File: config.mk
export PLATFORM = sky130hd
export DESIGN_NAME = integer_power_by_doubling_flat
export DESIGN_NICKNAME = d
export VERILOG_FILES = /design/src/rtl/ipd_pkg.sv /design/src/rtl/ipd_if.sv /design/src/rtl/ipd_mul.sv /design/src/rtl/integer_power_by_doubling.sv /design/src/flat_wrapper.sv
export SDC_FILE = /design/constraint.sdc
export NUM_CORES = 2
export LEC_CHECK = 0
export BUFFER_PORTS_ARGS = -buffer_cell sky130_fd_sc_hd__buf_2
export CORE_UTILIZATION = 30
export DETAILED_ROUTE_END_ITERATION = 12
export PLACE_DENSITY = 0.54
export SLEW_MARGIN = 20
export SYNTH_ARGS = -nofsm -noshare
export SYNTH_HDL_FRONTEND = slang
export SYNTH_SLANG_ARGS = --single-unit
File: constraint.sdc
create_clock -name clk -period 19.9 [get_ports clk]
set_input_delay 0.995 -clock clk [delete_from_list [all_inputs] [get_ports clk]]
set_output_delay 0.995 -clock clk [all_outputs]
set_load 0.03 [all_outputs]
File: src/rtl/ipd_pkg.sv
`default_nettype none
// ----------------------------------------------------------------------------
// ipd_pkg: shared definitions for the integer power unit
// Default widths, multiplier chunk width and sequencer state type.
// ----------------------------------------------------------------------------
package ipd_pkg;

	// default data and exponent widths
	localparam int DATA_BITS_DEF = 32;
	localparam int EXP_BITS_DEF  = 16;

	// operand chunk width of the shared multiplier
	localparam int MUL_BITS = 32;

	// sequencer states
	typedef enum logic [1:0] {
		ST_IDLE,
		ST_RUN,
		ST_WAIT
	} ipd_state_t;

endpackage : ipd_pkg
`default_nettype wire

File: src/rtl/ipd_if.sv
`default_nettype none
// ----------------------------------------------------------------------------
// ipd_if: stream channels of the integer power unit
// Input channel carries base and exponent, output channel carries power.
// ----------------------------------------------------------------------------
interface ipd_in_if #(
	parameter int DATA_BITS = 32,
	parameter int EXP_BITS  = 16
);
	logic                        valid;
	logic                        ready;
	logic signed [DATA_BITS-1:0] base;
	logic        [EXP_BITS-1:0]  exponent;

	modport source (output valid, output base, output exponent, input ready);
	modport sink   (input valid, input base, input exponent, output ready);
endinterface : ipd_in_if

interface ipd_out_if #(
	parameter int DATA_BITS = 32
);
	logic                        valid;
	logic                        ready;
	logic signed [DATA_BITS-1:0] power;

	modport source (output valid, output power, input ready);
	modport sink   (input valid, input power, output ready);
endinterface : ipd_out_if
`default_nettype wire

File: src/rtl/ipd_mul.sv
`default_nettype none
// ----------------------------------------------------------------------------
// ipd_mul: shared truncating multiplier
// Returns the low DATA_BITS bits of a * b. Operands are split into MUL_BITS
// chunks; one chunk product is accumulated per cycle, skipping products that
// land above the kept width. At DATA_BITS <= MUL_BITS a product is a single
// chunk product and busy never rises.
// ----------------------------------------------------------------------------
module ipd_mul import ipd_pkg::*; #(
	parameter int DATA_BITS = DATA_BITS_DEF
) (
	input  logic                 clk,
	input  logic                 arst_n,
	input  logic                 start,
	input  logic [DATA_BITS-1:0] a,
	input  logic [DATA_BITS-1:0] b,
	output logic                 busy,
	output logic [DATA_BITS-1:0] prod
);

	localparam int NCH = (DATA_BITS + MUL_BITS - 1) / MUL_BITS;
	localparam int PAD = NCH * MUL_BITS;
	localparam int CW  = (NCH > 1) ? $clog2(NCH) : 1;
	localparam int SW  = $clog2(PAD) + 1;

	logic [DATA_BITS-1:0]  a_q, b_q, acc_q;
	logic [CW-1:0]         i_q, j_q;
	logic                  busy_q;

	logic [DATA_BITS-1:0]  op_a, op_b;
	logic [PAD-1:0]        a_pad, b_pad;
	logic [MUL_BITS-1:0]   a_chunk, b_chunk;
	logic [2*MUL_BITS-1:0] pp;
	logic [PAD-1:0]        pp_ext;
	logic [CW-1:0]         cur_i, cur_j;
	logic [CW:0]           ij_sum;
	logic [SW-1:0]         sh;
	logic                  issue, last;
	logic [CW-1:0]         nxt_i, nxt_j;
	logic [DATA_BITS-1:0]  acc_d;

	// select the chunk pair for this cycle
	always_comb begin
		cur_i   = start ? '0 : i_q;
		cur_j   = start ? '0 : j_q;
		op_a    = start ? a : a_q;
		op_b    = start ? b : b_q;
		a_pad   = PAD'(op_a);
		b_pad   = PAD'(op_b);
		a_chunk = a_pad[cur_i*MUL_BITS +: MUL_BITS];
		b_chunk = b_pad[cur_j*MUL_BITS +: MUL_BITS];
		ij_sum  = {1'b0, cur_i} + {1'b0, cur_j};
		sh      = SW'(ij_sum) << $clog2(MUL_BITS);
		issue   = start || busy_q;
		last    = (cur_i == CW'(NCH - 1)) && (cur_j == '0);
	end

	// multiply one chunk pair and align it
	always_comb begin
		pp     = a_chunk * b_chunk;
		pp_ext = PAD'(pp) << sh;
		acc_d  = (start ? '0 : acc_q) + DATA_BITS'(pp_ext);
	end

	// advance to the next pair below the kept width
	always_comb begin
		if (ij_sum + 1'b1 < (CW+1)'(NCH)) begin
			nxt_i = cur_i;
			nxt_j = cur_j + 1'b1;
		end else begin
			nxt_i = cur_i + 1'b1;
			nxt_j = '0;
		end
	end

	// sequencer state
	always_ff @(posedge clk or negedge arst_n) begin
		if (!arst_n) begin
			busy_q <= 1'b0;
			i_q    <= '0;
			j_q    <= '0;
		end else begin
			busy_q <= issue && !last;
			if (issue) begin
				i_q <= nxt_i;
				j_q <= nxt_j;
			end
		end
	end

	// hold operands and accumulate
	always_ff @(posedge clk) begin
		if (start) begin
			a_q <= a;
			b_q <= b;
		end
		if (issue) begin
			acc_q <= acc_d;
		end
	end

	assign busy = busy_q;
	assign prod = acc_q;

endmodule : ipd_mul
`default_nettype wire

File: src/rtl/integer_power_by_doubling.sv
`default_nettype none
// ----------------------------------------------------------------------------
// integer_power_by_doubling: base raised to an unsigned exponent
// Computes base^exponent wrapped to DATA_BITS-bit two's complement by squaring
// up to the largest power of two not above the exponent, then multiplying by
// the base once per remaining step.
// - in_ch carries base and exponent; ready is high only while idle, so one
//   item is in work at a time.
// - out_ch carries power, one result per input item, from an output register.
// - A zero base (0) or a zero exponent (1) skips the multiplier: the result
//   goes through res_q in ST_WAIT into the output register.
// - Otherwise, with k = floor(log2(e)), the sequencer runs k squarings and then
//   e - 2^k multiplications by the base. At DATA_BITS <= 32 the shared
//   multiplier gives one product per cycle; wider data is split into NCH 32-bit
//   chunks and accumulates the chunk products that land within the kept width.
// - The next item is taken the cycle after the result loads into the output
//   register, so a new item is never taken before the last result has loaded.
// - If the receiver stalls, the result holds in the output register and the
//   next result waits in the sequencer until that register frees.
// - Reset clears the sequencer and output valid; no result is pending after.
// ----------------------------------------------------------------------------
module integer_power_by_doubling import ipd_pkg::*; #(
	parameter int DATA_BITS = DATA_BITS_DEF,
	parameter int EXP_BITS  = EXP_BITS_DEF
) (
	input  logic      clk,
	input  logic      arst_n,
	ipd_in_if.sink    in_ch,
	ipd_out_if.source out_ch
);

	ipd_state_t           state_q, state_d;
	logic [DATA_BITS-1:0] base_q;
	logic [EXP_BITS-1:0]  exp_q;
	logic [EXP_BITS-1:0]  r_q, r_d;
	logic                 first_q, first_d;
	logic [DATA_BITS-1:0] res_q, res_d;
	logic                 out_valid_q;
	logic [DATA_BITS-1:0] power_q;

	logic                 take_in, out_load;
	logic                 mul_start, mul_busy;
	logic [DATA_BITS-1:0] mul_a, mul_b, mul_prod;
	logic [DATA_BITS-1:0] cur;
	logic [EXP_BITS:0]    twice_r;

	ipd_mul #(
		.DATA_BITS (DATA_BITS)
	) u_mul (
		.clk    (clk),
		.arst_n (arst_n),
		.start  (mul_start),
		.a      (mul_a),
		.b      (mul_b),
		.busy   (mul_busy),
		.prod   (mul_prod)
	);

	assign cur     = first_q ? base_q : mul_prod;
	assign twice_r = {r_q, 1'b0};

	// next state and sequencing
	always_comb begin
		state_d   = state_q;
		r_d       = r_q;
		first_d   = first_q;
		res_d     = res_q;
		take_in   = 1'b0;
		out_load  = 1'b0;
		mul_start = 1'b0;
		mul_a     = cur;
		mul_b     = cur;
		case (state_q)
			ST_IDLE: begin
				take_in = in_ch.valid;
				if (in_ch.valid) begin
					if (in_ch.base == '0) begin
						res_d   = '0;
						state_d = ST_WAIT;
					end else if (in_ch.exponent == '0) begin
						res_d   = DATA_BITS'(1);
						state_d = ST_WAIT;
					end else begin
						r_d     = EXP_BITS'(1);
						first_d = 1'b1;
						state_d = ST_RUN;
					end
				end
			end
			ST_RUN: begin
				if (!mul_busy) begin
					if (twice_r <= {1'b0, exp_q}) begin
						mul_start = 1'b1;
						r_d       = twice_r[EXP_BITS-1:0];
						first_d   = 1'b0;
					end else if (r_q < exp_q) begin
						mul_start = 1'b1;
						mul_b     = base_q;
						r_d       = r_q + 1'b1;
						first_d   = 1'b0;
					end else begin
						res_d   = cur;
						state_d = ST_WAIT;
					end
				end
			end
			ST_WAIT: begin
				out_load = !out_valid_q || out_ch.ready;
				if (out_load) begin
					state_d = ST_IDLE;
				end
			end
			default: begin
				state_d = ST_IDLE;
			end
		endcase
	end

	// control registers
	always_ff @(posedge clk or negedge arst_n) begin
		if (!arst_n) begin
			state_q     <= ST_IDLE;
			first_q     <= 1'b0;
			out_valid_q <= 1'b0;
		end else begin
			state_q <= state_d;
			first_q <= first_d;
			if (out_load) begin
				out_valid_q <= 1'b1;
			end else if (out_ch.ready) begin
				out_valid_q <= 1'b0;
			end
		end
	end

	// payload registers
	always_ff @(posedge clk) begin
		if (take_in) begin
			base_q <= in_ch.base;
			exp_q  <= in_ch.exponent;
		end
		r_q   <= r_d;
		res_q <= res_d;
		if (out_load) begin
			power_q <= res_q;
		end
	end

	assign in_ch.ready  = (state_q == ST_IDLE);
	assign out_ch.valid = out_valid_q;
	assign out_ch.power = power_q;

`ifndef SYNTHESIS
	// the shared multiplier is never mid-product while idle
	a_mul_idle: assert property (@(posedge clk) disable iff (!arst_n)
		(state_q == ST_IDLE) |-> !mul_busy)
		else $error("multiplier busy while idle");

	// the reached exponent never passes the target
	a_r_bound: assert property (@(posedge clk) disable iff (!arst_n)
		(state_q == ST_RUN) |-> (r_q <= exp_q))
		else $error("reached exponent above target");

	// an input transfer closes the input side for the next cycle
	a_one_item: assert property (@(posedge clk) disable iff (!arst_n)
		(in_ch.valid && in_ch.ready) |=> !in_ch.ready)
		else $error("second item taken while busy");
`endif

endmodule : integer_power_by_doubling
`default_nettype wire
File: src/flat_wrapper.sv
// flat-port wrapper written by rule: the top's interface ports become plain ports
module integer_power_by_doubling_flat import ipd_pkg::*;
#(
	parameter int DATA_BITS = DATA_BITS_DEF,
	parameter int EXP_BITS  = EXP_BITS_DEF
)
  (clk, arst_n, in_ch_valid, in_ch_base, in_ch_exponent, in_ch_ready, out_ch_valid, out_ch_power, out_ch_ready);
  ipd_in_if #(.DATA_BITS(DATA_BITS), .EXP_BITS(EXP_BITS)) in_ch_i ();
  ipd_out_if #(.DATA_BITS(DATA_BITS)) out_ch_i ();
  input  logic clk;
  input  logic arst_n;
  input wire logic [$bits(in_ch_i.valid)-1:0] in_ch_valid;
  input wire logic [$bits(in_ch_i.base)-1:0] in_ch_base;
  input wire logic [$bits(in_ch_i.exponent)-1:0] in_ch_exponent;
  output wire logic [$bits(in_ch_i.ready)-1:0] in_ch_ready;
  output wire logic [$bits(out_ch_i.valid)-1:0] out_ch_valid;
  output wire logic [$bits(out_ch_i.power)-1:0] out_ch_power;
  input wire logic [$bits(out_ch_i.ready)-1:0] out_ch_ready;
  assign in_ch_i.valid = in_ch_valid;
  assign in_ch_i.base = in_ch_base;
  assign in_ch_i.exponent = in_ch_exponent;
  assign in_ch_ready = in_ch_i.ready;
  assign out_ch_valid = out_ch_i.valid;
  assign out_ch_power = out_ch_i.power;
  assign out_ch_i.ready = out_ch_ready;
  integer_power_by_doubling #(.DATA_BITS(DATA_BITS), .EXP_BITS(EXP_BITS)) u_core (.clk(clk), .arst_n(arst_n), .in_ch(in_ch_i), .out_ch(out_ch_i));
endmodule
==> summary.txt <==
Synthesis
  • Number of synthesized flops with an enable pin: 160
  • Syn Inst Count: between 2k and 3k
  • Sequential area share after synthesis: a little under a quarter
  • Prevailing post-synth register cell: edfxtp_1
  • Ys Warns: 0
  • #FFs+latches synth: 231
  • Share of the synthesized area in the top cell type: 30.48%
  • Async SR Flop Fraction: under 10%
  • Dominant cell type by area after synthesis: fa_1
  • Area contributors post-synth: fa_1, edfxtp_1, ha_1, inv_1, nand2_1
  • Mapped cell area: roughly 0.027 mm^2
  • Netlist cell types: between 70 and 80
  • Syn_nets: around 3.5k
  • Mean Syn Cell Area: between 9 and 10 um^2

GRT
  • Met3 usage: under 10%
  • Gr busiest metal: met2
  • Met2 global-route usage: 32.77%
  • Pin count of the biggest net entering global routing: 167
  • Vias in the first global route: about 21k
  • First-pass GRT wire length: between 100000 and 150000 um
  • Global route total overflow: 0
  • Total track usage: roughly a fifth
  • Global routing usage on met1: between 20% and 30%
  • Initial antenna violation count: 2

Timing
  • Hold slack: 267.1 ps
  • Hold Fails Final Rpt: 0
  • Setup clock skew after layout: approximately 15 ps
  • Setup_tns: 0 ps
  • Period utilisation layout: about 64%
  • Unrepaired setup endpoints after global routing: false
  • Clock period minus worst slack: 12690 ps
  • Slew Limit Fails: 0
  • Worst slew pin tran: about 1100 ps
  • Slew headroom: about 23%
  • Fmax: 0.07881 GHz
  • Final Setup Violations: 0

Die
  • Die area: 0.09073 mm^2
  • I/O pins: 86
  • Die height: between 300 and 400 um
  • CORE AREA: 0.08851 mm^2
  • # rows: roughly 110
  • Initial core utilization: 30.35%
  • Die width: 301.2 um

Worst setup path
  • CP endpoint kind: flip-flop
  • CP max-delay cell: nor2b_1
  • Worst EP required: between 20000 and 25000 ps
  • CP most frequent cell: fa_1
  • CP startpoint kind: flip-flop
  • Crit path largest cell delay: 780 ps
  • Peak fanout along the critical path: ~170
  • Crit Path Category: flip-flop to flip-flop
  • Crit path DAT: ~13000 ps

Clock network
  • Worst-Skew Late Latency: 560 ps
  • Clock root cell: clkbuf_16
  • Number of buffers created by CTS: 26
  • CTS max path bufs: 3
  • H-tree depth: 1
  • Clock Pin Slew Worst Setup and Hold Paths: roughly 70 ps
  • CTS tree: built
  • Setup repair bufs after CTS: 0
  • Clk sinks: ~230
  • # hold bufs at CTS: 0
  • Post-CTS sizing: 0

Drt
  • ANT nets after route: 0
  • Residual DRC: 16
  • DRT Wirelength: between 80000 and 90000 um
  • Wirelength per Cell: between 20 and 25 um
  • Via count: just over 20k
  • Vias per inst: 4.988
  • DR pass1 iterations: 9
  • DR iter-0 viols: between 1.5k and 2k

Final layout
  • Final net count: about 3.6k
  • Most frequent cells in the layout: inv_1, fa_1, nand2_1
  • Utilization after layout: about a third
  • Final Non-Filler Cells: ~4k
  • Share of post-route cells with drive strength above 1: 8.049%
  • Most common cell after layout, fill and taps aside: inv_1
  • Layout overhead on the synthesized area: 10.68%

Status
  • Failing checks: design-rule violations
  • Status: complete, but fails checks

Worst hold path
  • Hold Crit Class: input port to async pin

Placed design
  • Input/output buffers: 85
  • DP Wirelength: roughly 70000 um
  • Gpl congestion: about 0.94
  • Cells after DPL: 4073

Run
  • Max-Cap Viols: 0
==> per-stage QoR <==
step / area [um^2] / setup WS [ps]
after floorplan: 26860 / 8503
after global placement: 28800 / 7368
after detailed placement: 28810 / 7155
after CTS: 29700 / 7130
after global routing: 29730 / 6496
final: 29730 / 7211
==> cell type report <==
class | instances | area (um^2)
fill | 9164 | 58780
multi-input combinational | 2059 | 18430
sequential | 231 | 6262
inverter | 474 | 1779
tap | 1165 | 1458
timing repair buffer | 145 | 900.9
clock buffer | 31 | 720.7
clock inverter | 17 | 171.4
antenna | 1 | 2.502
==> cells in the mapped netlist, drive strengths merged (8+ instances only) <==
library cell / n
clkbuf: 90
mux2i: 37
nor4: 13
buf: 24
a31oi: 8
a21boi: 9
nand2: 380
a21o: 50
nand2b: 12
o21ai: 81
edfxtp: 160
inv: 474
nand4: 10
and2: 75
a22oi: 21
xor2: 20
xnor2: 78
nand3: 41
o21a: 10
fa: 409
nor2b: 27
o2bb2ai: 8
a31o: 9
dfxtp: 64
and3: 13
nor2: 358
a21oi: 113
ha: 187
nor3: 13
==> sequential cells by signal, summed over array words and instances (netlist names) <==
signal / count
u_core.u_mul.a_q: 32
u_core.exp_q: 16
u_core.out_ch.valid: 1
u_core.res_q: 32
u_core.out_ch.power: 32
u_core.u_mul.busy: 1
u_core.base_q: 32
u_core.u_mul.i_q: 1
u_core.u_mul.j_q: 1
u_core.first_q: 1
u_core.u_mul.b_q: 32
u_core.r_q: 16
u_core.state_q: 2
u_core.u_mul.prod: 32
==> metal layers <==
layer	vias up	wire [um]
met5	-	0
met4	0	2758
met3	139	5548
met2	671	41520
met1	10500	37490
li1	9257	-
==> critical path, delay by kind of cell (launching register included) <==
kind	cells	cell delay [ps]
AOI/OAI and AO/OA	13	3360
xor gates and xnor gates	2	580
adders and majority gates	11	4960
buffers and inverters	6	910
DFF	1	510
and+or+nand+nor	9	2010
==> path summary, 6_finish.rpt <==
| path | start | end | slack (ps) | depth (start not counted) |
|---|---|---|---|---|
| setup reg to reg | u_core.r_q[10] | u_core.u_mul.prod[31] | 7210 | 41 |
| hold reg to reg | u_core.res_q[10] | u_core.out_ch.power[10] | 420 | 0 |
| min in group clk | u_core.res_q[10] | u_core.out_ch.power[10] | 420 | 0 |
| max in group asynchronous | arst_n | u_core.first_q | 19440 | 1 |
| hold / removal | arst_n | u_core.u_mul.j_q | 270 | 1 |
| setup / recovery | u_core.r_q[10] | u_core.u_mul.prod[31] | 7210 | 41 |
==> cell families after synthesis <==
family          count (synthesis)  share of synthesized area, %
fa+ha+maj                     596                         39.20
buf+inv                       588                         8.338
mux                            40                         1.519
flops                         231                         23.31
compound gates                364                         8.660
xor+xnor                      102                         3.592
simple gates                  957                         15.39
Power is left out: the tool's default activity adds up to more than one toggle a clock period on the data nets, which glitch-free logic cannot reach.
